[src/hw/rtl/ifc_pkg.sv]
// ----------------------------------------------------------------------------
// ifc_pkg
// Types and constants for the IBM hex / IEEE-754 single word converter.
// ----------------------------------------------------------------------------
package ifc_pkg;

    // direction codes
    localparam logic FUNC_IBM2IEEE = 1'b0;
    localparam logic FUNC_IEEE2IBM = 1'b1;

    // status codes
    localparam logic [1:0] ST_NORMAL = 2'd0;
    localparam logic [1:0] ST_SAT    = 2'd1;
    localparam logic [1:0] ST_UNDER  = 2'd2;
    localparam logic [1:0] ST_NAN    = 2'd3;

    // fixed words
    localparam logic [31:0] QNAN_WORD    = 32'h7FC0_0000;
    localparam logic [30:0] MAX_FINITE   = 31'h7F7F_FFFF;
    localparam logic [9:0]  IBM_EXP_BIAS = 10'd130;
    localparam logic [9:0]  IEEE_EXP_MAX = 10'd254;
    localparam logic [6:0]  IBM_EXP_OFS  = 7'd32;

    typedef struct packed {
        logic        func;
        logic [31:0] word_in;
    } t_in_item;

    typedef struct packed {
        logic [31:0] word_out;
        logic [1:0]  status;
    } t_out_item;

    // reverse byte order of a word
    function automatic logic [31:0] bswap32(input logic [31:0] w);
        return {w[7:0], w[15:8], w[23:16], w[31:24]};
    endfunction

endpackage

[src/hw/rtl/ibm_ieee_float32_convert_top.sv]
// ----------------------------------------------------------------------------
// ibm_ieee_float32_convert_top
// Converts one 32-bit word per cycle between IBM hex single and IEEE single.
// The start transfer reaches the result strobe through r_v1, r_v2 and r_v3.
// Throughput: one item per cycle; busy stays low, the three register stages
// (swap / leading-zero count / normalise and pack) hold one item each.
// Reset: synchronous, active low; clears stage valids and sets r_swap.
// ----------------------------------------------------------------------------
module ibm_ieee_float32_convert_top
    import ifc_pkg::*;
(
    input  logic      i_clk,
    input  logic      i_rst_n,
    input  logic      i_start,
    output logic      o_busy,
    input  t_in_item  i_item,
    output logic      o_strobe,
    output t_out_item o_result,
    input  logic      i_cfg_valid,
    output logic      o_cfg_ready,
    input  logic      i_cfg_data
);

    // configuration register
    logic r_swap;

    // stage 1: source word, byte-swapped on the IBM side when r_swap is set
    logic        r_v1, r_func1, r_swap1;
    logic [31:0] r_w1;
    logic [31:0] n_w1;

    // stage 2: IBM fields with leading-zero count, IEEE-to-IBM result
    logic        r_v2, r_func2, r_swap2;
    logic        r_sign2, r_zword2, r_zfrac2;
    logic [6:0]  r_exp2;
    logic [23:0] r_frac2;
    logic [4:0]  r_lzc2;
    logic [31:0] r_ibm2;
    logic [4:0]  n_lzc2;
    logic [31:0] n_ibm2;
    logic [8:0]  u_exp;
    logic [1:0]  u_shift;
    logic [8:0]  u_aligned;
    logic [6:0]  u_hexexp;

    // stage 3: result register
    logic        r_v3;
    t_out_item   r_res3;
    t_out_item   n_res3;
    logic signed [9:0] e_bin;
    logic [23:0] norm_frac;

    assign o_busy      = 1'b0;
    assign o_cfg_ready = 1'b1;
    assign o_strobe    = r_v3;
    assign o_result    = r_res3;

    // configuration transfer
    always_ff @(posedge i_clk) begin
        if (!i_rst_n) begin
            r_swap <= 1'b1;
        end else if (i_cfg_valid && o_cfg_ready) begin
            r_swap <= i_cfg_data;
        end
    end

    // stage 1 input swap
    always_comb begin
        if (i_item.func == FUNC_IBM2IEEE && r_swap) begin
            n_w1 = bswap32(i_item.word_in);
        end else begin
            n_w1 = i_item.word_in;
        end
    end

    always_ff @(posedge i_clk) begin
        if (!i_rst_n) begin
            r_v1 <= 1'b0;
        end else begin
            r_v1 <= i_start && !o_busy;
        end
        r_func1 <= i_item.func;
        r_swap1 <= r_swap;
        r_w1    <= n_w1;
    end

    // leading-zero count of the IBM fraction
    always_comb begin
        n_lzc2 = 5'd0;
        for (int i = 0; i < 24; i++) begin
            if (r_w1[i]) begin
                n_lzc2 = 5'(23 - i);
            end
        end
    end

    // IEEE to IBM: align exponent to a multiple of four
    always_comb begin
        u_exp     = {1'b0, r_w1[30:23]} + 9'd2;
        u_shift   = 2'(-u_exp[1:0]);
        u_aligned = u_exp + {7'd0, u_shift};
        u_hexexp  = u_aligned[8:2] + IBM_EXP_OFS;
        if (r_w1 == 32'd0) begin
            n_ibm2 = 32'd0;
        end else begin
            n_ibm2 = {r_w1[31], u_hexexp, {1'b1, r_w1[22:0]} >> u_shift};
        end
    end

    always_ff @(posedge i_clk) begin
        if (!i_rst_n) begin
            r_v2 <= 1'b0;
        end else begin
            r_v2 <= r_v1;
        end
        r_func2  <= r_func1;
        r_swap2  <= r_swap1;
        r_sign2  <= r_w1[31];
        r_exp2   <= r_w1[30:24];
        r_frac2  <= r_w1[23:0];
        r_zword2 <= (r_w1 == 32'd0);
        r_zfrac2 <= (r_w1[23:0] == 24'd0);
        r_lzc2   <= n_lzc2;
        r_ibm2   <= n_ibm2;
    end

    // stage 3: normalise, range check and pack
    always_comb begin
        e_bin     = signed'({1'b0, r_exp2, 2'b00}) - signed'(IBM_EXP_BIAS)
                    - signed'({5'd0, r_lzc2});
        norm_frac = r_frac2 << r_lzc2;
        n_res3.status = ST_NORMAL;
        if (r_func2 == FUNC_IEEE2IBM) begin
            n_res3.word_out = r_swap2 ? bswap32(r_ibm2) : r_ibm2;
        end else if (r_zword2) begin
            n_res3.word_out = 32'd0;
        end else if (r_zfrac2) begin
            n_res3.word_out = QNAN_WORD;
            n_res3.status   = ST_NAN;
        end else if (e_bin > signed'(IEEE_EXP_MAX)) begin
            n_res3.word_out = {r_sign2, MAX_FINITE};
            n_res3.status   = ST_SAT;
        end else if (e_bin <= 10'sd0) begin
            n_res3.word_out = 32'd0;
            n_res3.status   = ST_UNDER;
        end else begin
            n_res3.word_out = {r_sign2, e_bin[7:0], norm_frac[22:0]};
        end
    end

    always_ff @(posedge i_clk) begin
        if (!i_rst_n) begin
            r_v3 <= 1'b0;
        end else begin
            r_v3 <= r_v2;
        end
        r_res3 <= n_res3;
    end

endmodule

[config.mk]
export PLATFORM = sky130hd
export DESIGN_NAME = ibm_ieee_float32_convert_top
export DESIGN_NICKNAME = d
export VERILOG_FILES = /design/src/hw/rtl/ifc_pkg.sv /design/src/hw/rtl/ibm_ieee_float32_convert_top.sv
export SDC_FILE = /design/constraint.sdc
export NUM_CORES = 1
export LEC_CHECK = 0
export BUFFER_PORTS_ARGS = -buffer_cell sky130_fd_sc_hd__buf_2
export CAP_MARGIN = 40
export CORE_MARGIN = 10
export CORE_UTILIZATION = 50
export DETAILED_ROUTE_END_ITERATION = 10
export PLACE_DENSITY = 0.76
export REMOVE_ABC_BUFFERS = 1
export SYNTH_ARGS = -nofsm -noshare
export SYNTH_HDL_FRONTEND = slang
export SYNTH_SLANG_ARGS = --single-unit
[constraint.sdc]
create_clock -name i_clk -period 4.35 [get_ports i_clk]
set_clock_uncertainty 0.2 [all_clocks]
set_input_delay 0.435 -clock i_clk [delete_from_list [all_inputs] [get_ports i_clk]]
set_output_delay 0.435 -clock i_clk [all_outputs]
set_load 0.05 [all_outputs]
==> metrics.md, run 1 <==
| Metric | Value |
|---|---|
| GR Overflow Total | `0` |
| Fin crit share | `between 80% and 90%` |
| Number of flops mapped to enable cells by yosys | `0` |
| Worst-path fanout max | `23` |
| Share of cells above drive strength 1 | `26.35%` |
| Fraction of synthesized cell area in xor and xnor cells | `1.695%` |
| Placed wire-length estimate | `13110 um` |
| Antenna violations before repair | `0` |
| Fin. max-slew vios | `0` |
| Req. time, crit path | `4.40 ns` |
| Unrepaired setup endpoints after global routing | `false` |
| GRT Total Usage | `18.03%` |
| Top-count cell post-synth | `nand2_1` |
| Vias in the first global route | `5557` |
| Maximum number of pins on one net before global-route repair | `34` |
| CTS max path bufs | `2` |
| Internal power | `0.002983 W` |
| TritonCTS Buffers | `17` |
| Async SR Flop Fraction | `0%` |
| Most common flop cell mapped by yosys | `dfxtp_1` |
| Max Clock Freq | `276.2 MHz` |
| 1st-pass router iterations | `5` |
| Gpl congestion | `about 0.94` |
| Synth Area in Simple Gates | `16.69%` |
| CTS tree | `yes` |
| CTS resizes | `0` |
| Vias | `5746` |
| Slew headroom | `51.09%` |
| Synthesized area | `0.007234 mm2` |
| Final setup vio count | `0` |
| GR peak layer | `met2` |
| Post-synth top area share | `39.85%` |
| Switching Fraction | `approximately 34%` |
| Minimum clock period | `3.620 ns` |
| Worst vdd ir | `approximately 0.35 mV` |
| Met1 usage | `24.41%` |
| Worst setup path class | `flop to flop` |
| HP Class | `input port to flop` |
| Register area share after synthesis | `39.85%` |
| M2 GR Usage | `26.45%` |
| First-pass GRT wire length | `between 20000 and 30000 um` |
| CP Capture Type | `flop` |
| Sequential Power Share | `approximately 37%` |
| DRC | `0` |
| Die area | `0.01968 mm2` |
| Run status | `finished, final reports clean` |
| Site Rows | `43` |
| Final hold violation count | `0` |
| Met3 usage | `5.578%` |
| Yosys cell types | `69` |
| Cell Area, Placed | `0.007711 mm2` |
| Initial core utilization | `51.52%` |
| Fin area | `0.008437 mm2` |
| Fill count | `around 1100` |
| Post-route total power | `0.004553 W` |
| Antenna Violating Nets Remaining | `0` |
| Die W | `140.3 um` |
| Power density over the cells | `about 540 mW/mm2` |
| Post-synthesis sequential element count | `between 100 and 150` |
| Post-synth top area cell | `dfxtp_1` |
| Post-synthesis mux area share | `21.05%` |
| Largest family of logic cells by synthesized area | `multiplexers` |
| Logic pwr share | `30.3%` |
| Switch Pwr | `0.001570 W` |
| Adder-cell area share of the yosys netlist | `3.044%` |
| Clock root cell | `clkbuf_16` |
| Per-cell routed wire length | `17.43 um` |
| Synth warn | `0` |
| Port Buffer Count | `72` |
| Vias per cell | `5.661` |
| Synthesized area per cell | `9.582 um2` |
| Top cells by area, synth | `dfxtp_1 40%, mux4_2 12%, nand2_1 8.2%, mux2_2 5.8%, mux2i_1 3.5%` |
| Core Region | `0.01404 mm2` |
| CP startpoint kind | `flop` |
| # H-tree levels | `4` |
| Num ports | `75` |
| Mapped Cells | `755` |
| Worst-skew pair later-pin latency | `0.43 ns` |
| Compound-Gate Fraction of Synth Area | `12.92%` |
| CTS clock-pin slew for the worst setup and hold paths | `~0.060 ns` |
| Fin Setup TNS | `0 ns` |
| Area delta synth->final | `16.62%` |
| Critical Path AT | `3.67 ns` |
| Final nets | `877` |
| Ant. Diodes | `0` |
| Post-Route WL | `17690 um` |
| Leak | `3.611 nW` |
| Clock power share | `between 30% and 40%` |
| Die Ht | `about 140 um` |
| Starting DRT DRC Count | `691` |
| Max-cap violations | `0` |
| CTS Sinks | `144` |
| Worst-Margin Slew | `0.7309 ns` |
| Synth top cells by count | `158 x nand2_1, 144 x dfxtp_1, 51 x nor2_1` |
[cells by family (layout without fill, tap and decap cells)]
kind of cell,count (synthesis),in the layout
and+or+nand+nor,272,272
DFF,144,144
AOI/OAI and AO/OA,130,130
muxes,100,100
buffers and inverters,76,156
adders and majority gates,17,17
xor gates and xnor gates,14,14
other,2,2
[routing by layer]
| metal | vias up | part of all wire (%) |
|---|---|---|
| met1 | 2634 | 45 |
| met5 | - | 0 |
| met3 | 21 | 9.3 |
| met4 | 0 | 1.5 |
| li1 | 2817 | - |
| met2 | 274 | 44 |
[state kept, by name, summed over array words and instances (netlist names), 5 cells and up]
register,cells
o_result,34
r_exp2,7
r_frac2,23
r_ibm2,32
r_lzc2,5
r_w1,32
[worst max-delay path, cell delays in order (launching register included)]
cell and delay, ns:
dfxtp_1 0.60, ha_1 0.32, inv_1 0.06, ha_1 0.30
o21ai_1 0.17, a21oi_1 0.08, o2111a_1 0.28, or4_4 0.58
o21ai_4 0.62, a22oi_1 0.23
[cell type report]
type	count	area, um2	area share (%)
clock inverters	14	176.4	2.091
inverters	28	105.1	1.246
well taps	180	225.2	2.669
flip-flops and latches	144	2883	34.17
multi-input cells	535	4018	47.62
clock buffers	18	439.2	5.205
repair buffers	96	590.6	7.000
[through the flow]
step	setup WS [ns]	std cells	hold WS [ns]	utilization, %
final	0.7301	1015	0.01850	60.08
after CTS	0.7414	1015	0.0008119	60.08
after global routing	0.5262	1015	0.005790	60.08
after detailed placement	0.7611	972	0.1121	54.91
after floorplan	0.1215	707	0.1096	-
after global placement	0.8692	968	0.1127	54.54
[power groups by stage]
stage	registers, W	logic [W]	clock network [W]
finish	0.00168	0.00138	0.00149
global placement	0.00170	0.00133	0
detailed placement	0.00171	0.00135	0
floorplan	0.00199	0.000706	0
CTS	0.00168	0.00137	0.00152
global route	0.00171	0.00148	0.00158
[path summary, 6_finish.rpt]
path | endpoint | start | depth (start not counted) | slack (ns)
worst max register to register | o_result[22] | r_lzc2[4] | 9 | 0.73
worst min register to register | r_swap2 | r_swap1 | 0 | 0.12
worst min-delay path | r_w1[30] | i_item[6] | 3 | 0.02
worst max-delay path | o_result[22] | r_lzc2[4] | 9 | 0.73
[layout by cell type (no fill, tap or decap), types with 4 or more instances in the layout]
cell,count
o21ai_2,11
nand3_1,6
mux2_2,37
nor2b_1,5
o21ai_0,7
nand2b_1,7
buf_2,72
nor3b_1,5
nor2_1,51
dlygate4sd3_1,11
or2_2,5
mux2i_1,25
buf_4,10
o31ai_1,4
xnor2_1,9
and2_1,5
inv_1,27
ha_1,16
o21ai_1,8
clkbuf_16,17
o22ai_1,9
nor3_1,6
a31oi_1,5
a22oi_1,9
a21oi_1,20
a211oi_1,19
nand2_1,158
inv_6,6
dfxtp_1,144
mux4_2,38
o211ai_1,8
xor2_1,5
[what timing repair did]
action                     in CTS  in global routing
hold endpoints to repair       11                  0
setup buffers                   0                  0
setup endpoints to repair       0                  0
hold buffers                   11                  0
Note: power is estimated with default switching activity, not from simulation.
==> inputs of run 2 (changes only) <==
--- a/config.mk
+++ b/config.mk
@@ -5,12 +5,13 @@
 export SDC_FILE = /design/constraint.sdc
 export NUM_CORES = 1
 export LEC_CHECK = 0
+export ABC_AREA = 1
 export BUFFER_PORTS_ARGS = -buffer_cell sky130_fd_sc_hd__buf_2
 export CAP_MARGIN = 40
 export CORE_MARGIN = 10
 export CORE_UTILIZATION = 50
 export DETAILED_ROUTE_END_ITERATION = 10
-export PLACE_DENSITY = 0.76
+export PLACE_DENSITY = 0.77
 export REMOVE_ABC_BUFFERS = 1
 export SYNTH_ARGS = -nofsm -noshare
 export SYNTH_HDL_FRONTEND = slang
==> constraint.sdc (replaced) <==
create_clock -name i_clk -period 3.5 [get_ports i_clk]
set_clock_uncertainty 0.2 [all_clocks]
set_input_delay 0.35 -clock i_clk [delete_from_list [all_inputs] [get_ports i_clk]]
set_output_delay 0.35 -clock i_clk [all_outputs]
set_load 0.05 [all_outputs]
==> run 2 against run 1 <==
Against the previous run:
- first-iteration DRC count fell by 21%
- design area fell by 1.8%
- core utilization rose by 3.0 points
==> metrics.md, run 2 <==
| Metric | Value |
|---|---|
| # H-tree levels | `4 (unchanged)` |
| Worst vdd ir | `0.2890 mV (-17%)` |
| Number of flops mapped to enable cells by yosys | `0 (unchanged)` |
| Top cells by area, synth | `dfxtp_1 43%, nand2_1 11%, o21ai_0 7.9%, inv_1 5.7%, mux2i_1 5.3%` |
| Worst-Margin Slew | `0.8297 ns (+0.09875 ns)` |
| Internal power | `0.003604 W (+21%)` |
| CTS tree | `yes` |
| Post-synth top area share | `43.29% (+3.4 points)` |
| Worst-skew pair later-pin latency | `0.43 ns (about the same)` |
| Die W | `135.4 um (-3.5%)` |
| Final hold violation count | `0 (unchanged)` |
| Per-cell routed wire length | `15.57 um (-11%)` |
| Most common flop cell mapped by yosys | `dfxtp_1` |
| Site Rows | `42 (-2.3%)` |
| Switch Pwr | `0.001861 W (+19%)` |
| Antenna violations before repair | `0 (unchanged)` |
| DRC | `0 (unchanged)` |
| Fin crit share | `90.50% (+7.3 points)` |
| Area delta synth->final | `24.39%` |
| Minimum clock period | `3.167 ns (-0.4525 ns)` |
| Power density over the cells | `659.9 mW/mm2 (+22%)` |
| Post-CTS setup buffers | `0 (unchanged)` |
| Most common cell after layout, fill and taps aside | `nand2_1` |
| HP Class | `flop to flop` |
| Ant. Diodes | `0 (unchanged)` |
| First-pass GRT wire length | `29170 um (+0.84%)` |
| Die area | `0.01833 mm2 (-6.8%)` |
| Maximum number of pins on one net before global-route repair | `64 (+88%)` |
| CTS Sinks | `144 (unchanged)` |
| Critical Path AT | `3.32 ns (-0.35 ns)` |
| M2 GR Usage | `33.21% (+6.8 points)` |
| Antenna Violating Nets Remaining | `0 (unchanged)` |
| Leak | `4.012 nW (+11%)` |
| Share of cells above drive strength 1 | `15.18% (-11 points)` |
| Met3 usage | `3.672% (-1.9 points)` |
| Final non-filler cell total | `1177 (+16%)` |
| Switching Fraction | `34.05% (-0.44 points)` |
| Vias | `6168 (+7.3%)` |
| 1st-pass router iterations | `5 (unchanged)` |
| Vias per cell | `5.240 (-7.4%)` |
| Worst setup path class | `flop to flop` |
| Placed wire-length estimate | `12790 um (-2.5%)` |
| Initial core utilization | `50.69% (-0.83 points)` |
| CP Capture Type | `flop` |
| Fin Setup TNS | `0 ns (unchanged)` |
| Req. time, crit path | `3.65 ns (-0.75 ns)` |
| Vias in the first global route | `5713 (+2.8%)` |
| Async SR Flop Fraction | `0% (unchanged)` |
| CTS clock-pin slew for the worst setup and hold paths | `0.06 ns (about the same)` |
| Unrepaired setup endpoints after global routing | `false` |
| Port Buffer Count | `72 (unchanged)` |
| Fin. max-slew vios | `0 (unchanged)` |
| Synth warn | `0 (unchanged)` |
| Top-count cell post-synth | `nand2_1` |
| Die Ht | `135.4 um (-3.5%)` |
| Placed insts | `1098 (+13%)` |
| Run status | `finished, final reports clean` |
| Sequential Power Share | `37.6% (+0.7 points)` |
| Post-synthesis sequential element count | `144 (unchanged)` |
| Slew headroom | `44.39% (-6.7 points)` |
| Commonest non-fill, non-tap cells in the layout | `195 x nand2_1, 144 x dfxtp_1, 105 x o21ai_0, 102 x inv_1, 85 x nor2_1` |
| Synthesized area per cell | `7.584 um2 (-21%)` |
| Num ports | `75 (unchanged)` |
| CP startpoint kind | `flop` |
| Register area share after synthesis | `43.29% (+3.4 points)` |
| Max Clock Freq | `315.7 MHz (+14%)` |
| Max-cap violations | `0 (unchanged)` |
| Worst-path fanout max | `11 (-52%)` |
| Yosys cell types | `41 (-41%)` |
| Synthesized area | `0.006659 mm2 (-8.0%)` |
| Logic pwr share | `26.4% (-3.9 points)` |
| TritonCTS Buffers | `17 (unchanged)` |
| CTS max path bufs | `2 (unchanged)` |
| Clock power share | `35.9% (+3.1 points)` |
| Met1 usage | `25.57% (+1.2 points)` |
| Mapped Cells | `878 (+16%)` |
| Post-Route WL | `18330 um (+3.6%)` |
| Clock root cell | `clkbuf_16` |
| Post-synth top area cell | `dfxtp_1` |
| Final nets | `1043 (+19%)` |
| GRT Total Usage | `20.14% (+2.1 points)` |
| Gpl congestion | `0.9427 (+0.71%)` |
| Starting DRT DRC Count | `543 (-21%)` |
| Core Region | `0.01314 mm2 (-6.4%)` |
| GR Overflow Total | `0 (unchanged)` |
| Final setup vio count | `0 (unchanged)` |
| GR peak layer | `met2` |
| Synth top cells by count | `195 x nand2_1, 144 x dfxtp_1, 105 x o21ai_0` |
| Max FFs per register | `34 (unchanged)` |
==> run 2: cell count changes after synthesis, moves of 8 or more <==
cell      previous run  this run
nand2_1            158       195
o211ai_1             8        20
o22ai_1              9         1
mux2_2              37         0
nor2_1              51        85
o21ai_2             11        20
a21oi_1             20        31
a211oi_1            19         0
inv_1               27       102
mux4_2              38         0
mux2i_1             25        35
o21ai_0              7       105
==> run 2: area by class of cell <==
type	count	area, um2
clock buffers	20	466.7
clock inverters	12	180.2
fillers	1137	4855
inverters	106	397.9
multi-input cells	587	3197
flip-flops and latches	144	2883
well taps	176	220.2
repair buffers	132	938.4
==> run 2: stage by stage <==
stage	power (W)	instance area (um2)	setup slack, ns	util (%)	hold WS (ns)
floorplan	0.003054	6461	-0.07781	-	0.1096
global placement	0.003439	7139	0.3426	54.34	0.1095
detailed placement	0.003456	7159	0.2463	54.50	0.1243
CTS	0.005454	8267	0.2165	62.92	0.1380
global route	0.005704	8283	0.06355	63.05	0.1473
finish	0.005466	8283	0.3325	63.05	0.1342
==> run 2: cells by family (layout without fill, tap and decap cells) <==
kind of cell               Yosys count  count (layout)  share of synthesized area [%]
AOI/OAI and AO/OA                  201             201                          18.00
xor gates and xnor gates            14              14                          1.841
adders and majority gates           17              17                          3.307
buffers and inverters              148             270                          8.944
DFF                                144             144                          43.29
muxes                               35              35                          5.261
other                                2               2                         0.1128
and+or+nand+nor                    317             318                          19.24
==> run 2: timing repair <==
item,CTS,global route
endpoints found under the setup margin,0,6
resized for setup,0,1
hold endpoints to repair,37,0
hold buffers,46,0
==> run 2: power groups by stage <==
stage / sequential, W / combinational, W / clock [W]
6_report: 0.00206 / 0.00144 / 0.00196
5_1_grt: 0.00208 / 0.00158 / 0.00205
4_1_cts: 0.00205 / 0.00143 / 0.00198
3_5_place_dp: 0.00208 / 0.00137 / 0
3_3_place_gp: 0.00208 / 0.00136 / 0
2_1_floorplan: 0.00238 / 0.000671 / 0
==> run 2: path summary, 6_finish.rpt <==
check	startpoint	slack, ns	cells after the start	end
setup / recovery	r_lzc2[1]	0.33	13	o_result[15]
hold / removal	r_func1	0.13	0	r_func2
setup reg to reg	r_lzc2[1]	0.33	13	o_result[15]
hold reg to reg	r_func1	0.13	0	r_func2
==> run 2: metal layers <==
metal / vias up / part of all wire [%]
met5: - / 0
met2: 216 / 48
met4: 0 / 2.2
met3: 35 / 6.8
li1: 3071 / -
met1: 2846 / 43
==> run 2: worst max-delay path, stage by stage (launching register included) <==
cell     delay, ns
dfxtp_1       0.48
ha_1          0.26
inv_1         0.07
fa_1          0.42
o21ai_2       0.19
nand2_1       0.07
nand2_1       0.10
xor2_1        0.21
nor3b_1       0.09
nand3_2       0.09
nand2_2       0.12
nor3_4        0.49
inv_1         0.15
o21ai_1       0.16
==> inputs of run 3 (changes only) <==
--- a/config.mk
+++ b/config.mk
@@ -11,8 +11,10 @@
 export CORE_MARGIN = 10
 export CORE_UTILIZATION = 50
 export DETAILED_ROUTE_END_ITERATION = 10
+export HOLD_SLACK_MARGIN = 0.15
 export PLACE_DENSITY = 0.77
 export REMOVE_ABC_BUFFERS = 1
+export SLEW_MARGIN = 30
 export SYNTH_ARGS = -nofsm -noshare
 export SYNTH_HDL_FRONTEND = slang
 export SYNTH_SLANG_ARGS = --single-unit
==> run 3 against run 2 <==
Against the previous run:
- register-to-register slack better by 0.03 ns
- maximum frequency is 0.80% higher
- design area rose by 0.92%
- core utilization grew 0.58 points
- final cell count up 0.93%
- non-clock buffer count up 12
- hold slack better by 0.016 ns
- die area unchanged
- sequential share of layout area fell by 0.32 points
- first-iteration DRC count grew 1.1%
- global-route usage decreased by 0.19 points
- largest power group unchanged
- highest routed layer unchanged
==> metrics.md, run 3 (same netlist as run 2, synthesis figures left out) <==
| Metric | Value |
|---|---|
| Die Ht | `135.4 um (unchanged)` |
| Worst-skew pair later-pin latency | `0.43 ns (about the same)` |
| # H-tree levels | `4 (unchanged)` |
| CTS max path bufs | `2 (unchanged)` |
| Worst-path fanout max | `14 (+3)` |
| Unrepaired setup endpoints after global routing | `false` |
| CTS clock-pin slew for the worst setup and hold paths | `0.06 ns (about the same)` |
| Maximum number of pins on one net before global-route repair | `48 (-25%)` |
| Initial core utilization | `50.69% (unchanged)` |
| Fin. max-slew vios | `0 (unchanged)` |
| Area of the multi-input gates | `0.003181 mm2 (-0.51%)` |
| Starting DRT DRC Count | `549 (+1.1%)` |
| Worst vdd ir | `0.4192 mV (+45%)` |
| Reg2reg setup slack | `0.36 ns (+0.03 ns)` |
| Clock root cell | `clkbuf_16` |
| FF-to-FF Start | `r_lzc2[1]` |
| Vias per cell | `5.141 (-1.9%)` |
| CTS Sinks | `144 (unchanged)` |
| Die W | `135.4 um (unchanged)` |
| Hold Crit Start | `r_swap` |
| Commonest non-fill, non-tap cells in the layout | `195 x nand2_1, 144 x dfxtp_1, 105 x o21ai_0, 102 x inv_1, 85 x nor2_1` |
| GR Overflow Total | `0 (unchanged)` |
| Antenna violations before repair | `0 (unchanged)` |
| CP startpoint kind | `flop` |
| GRT Total Usage | `19.95% (-0.19 points)` |
| Area delta synth->final | `25.54%` |
| Critical Path Start | `r_lzc2[1]` |
| Final worst slack | `0.3578 ns (+0.02527 ns)` |
| Critical Path AT | `3.25 ns (-0.07 ns)` |
| Run status | `finished, final reports clean` |
| Worst path top cell family by delay | `simple AND/OR/NAND/NOR gates` |
| Die area | `0.01833 mm2 (unchanged)` |
| Vias | `6107 (-0.99%)` |
| DRC | `0 (unchanged)` |
| Max FFs per register | `34 (unchanged)` |
| Cell at the slowest stage of the critical path | `dfxtp_1` |
| CP Capture Type | `flop` |
| Port Buffer Count | `72 (unchanged)` |
| DP Worst Slack | `0.2510 ns (+0.004700 ns)` |
| Req. time, crit path | `3.60 ns (-0.05 ns)` |
| Antenna Violating Nets Remaining | `0 (unchanged)` |
| Fin crit share | `89.78% (-0.72 points)` |
| Placed wire-length estimate | `12840 um (+0.41%)` |
| Minimum clock period | `3.142 ns (-0.02527 ns)` |
| Gpl congestion | `0.9427 (unchanged)` |
| Storage cell area | `0.002883 mm2 (unchanged)` |
| Most frequent CP cell | `inv_1` |
| Worst setup path class | `flop to flop` |
| Most common cell after layout, fill and taps aside | `nand2_1` |
| Num ports | `75 (unchanged)` |
| CTS tree | `yes` |
| Final hold violation count | `0 (unchanged)` |
| Share of cells above drive strength 1 | `14.82% (-0.36 points)` |
| Final setup vio count | `0 (unchanged)` |
| Ant. Diodes | `0 (unchanged)` |
| Worst-Margin Slew | `0.8113 ns (-0.01836 ns)` |
| Per-cell routed wire length | `15.12 um (-2.9%)` |
| Post-CTS setup buffers | `0 (unchanged)` |
| Worst-path cell chain | `ha_1 -> inv_1 -> fa_1 -> o21ai_2 -> xor2_1 -> nand4_1 -> nor3b_1 -> nand3_2 -> nand2_2 -> nor3_4 -> buf_6 -> inv_1 -> o21ai_1` |
| HP Class | `flop to flop` |
| Vias in the first global route | `5803 (+1.6%)` |
| Max Clock Freq | `318.2 MHz (+0.80%)` |
| Leak | `4.065 nW (+1.3%)` |
| Power density over the cells | `643.9 mW/mm2 (-2.4%)` |
| Final nets | `1054 (+1.1%)` |
| Post-Route WL | `17960 um (-2.0%)` |
| Worst stage delay on the critical path | `0.47 ns (-0.02 ns)` |
| TritonCTS Buffers | `17 (unchanged)` |
| Site Rows | `42 (unchanged)` |
| Fill count | `1122 (-1.3%)` |
| First-pass GRT wire length | `28850 um (-1.1%)` |
| Slew headroom | `45.62% (+1.2 points)` |
| Buf/Inv on CP | `3 (+1)` |
| Max-cap violations | `0 (unchanged)` |
| Core Region | `0.01314 mm2 (unchanged)` |
| 1st-pass router iterations | `5 (unchanged)` |
| Post-route total power | `0.005382 W (-1.5%)` |
-- run 3: area by class of cell --
cell class,count,share of cell area (%)
inverter,106,4.760
multi-input combinational,586,38.05
sequential,144,34.49
clock buffer,23,5.837
tap,176,2.634
timing repair buffer,144,12.68
clock inverter,9,1.557
-- run 3: repair_timing --
item	CTS	global route
endpoints found under the hold margin	39	0
resized for setup	0	0
hold buffers	57	0
-- run 3: stage by stage --
step / instances / utilization (%) / hold slack, ns / instance area [um2] / setup TNS (ns)
6_report: 1188 / 63.63 / 0.1505 / 8359 / 0
5_1_grt: 1188 / 63.63 / 0.1534 / 8359 / 0
4_1_cts: 1187 / 63.54 / 0.1504 / 8348 / 0
3_5_place_dp: 1098 / 54.50 / 0.1243 / 7159 / 0
3_3_place_gp: 1097 / 54.34 / 0.1095 / 7139 / 0
2_1_floorplan: 836 / - / 0.1096 / 6461 / -0.4511
-- run 3: worst paths after layout --
kind	endpoint	cells past startpoint
max reg2reg	o_result[15]	13
max	o_result[15]	13
min reg2reg	r_swap1	0
min	r_swap1	0
-- run 3: power breakdown --
part	switching, W	internal [W]
clock network	0.000682	0.00119
registers	0.000154	0.00190
logic	0.000986	0.000465
-- run 3: metal layers --
metal | GRT usage [%] | routed length, um | up-vias
met1 | 25.13 | 8045 | 2815
met3 | 4.488 | 1071 | 22
li1 | - | - | 3088
met4 | 6.998 | 274 | 0
met2 | 32.80 | 8569 | 182
met5 | 0 | 0 | -
-- run 3: worst register-to-register path, delay by kind of cell (launching register included) --
kind | cells | cell delay [ns]
simple gates | 5 | 0.80
fa+ha+maj | 2 | 0.67
flops | 1 | 0.47
buf+inv | 3 | 0.33
xor+xnor | 1 | 0.31
compound gates | 2 | 0.26
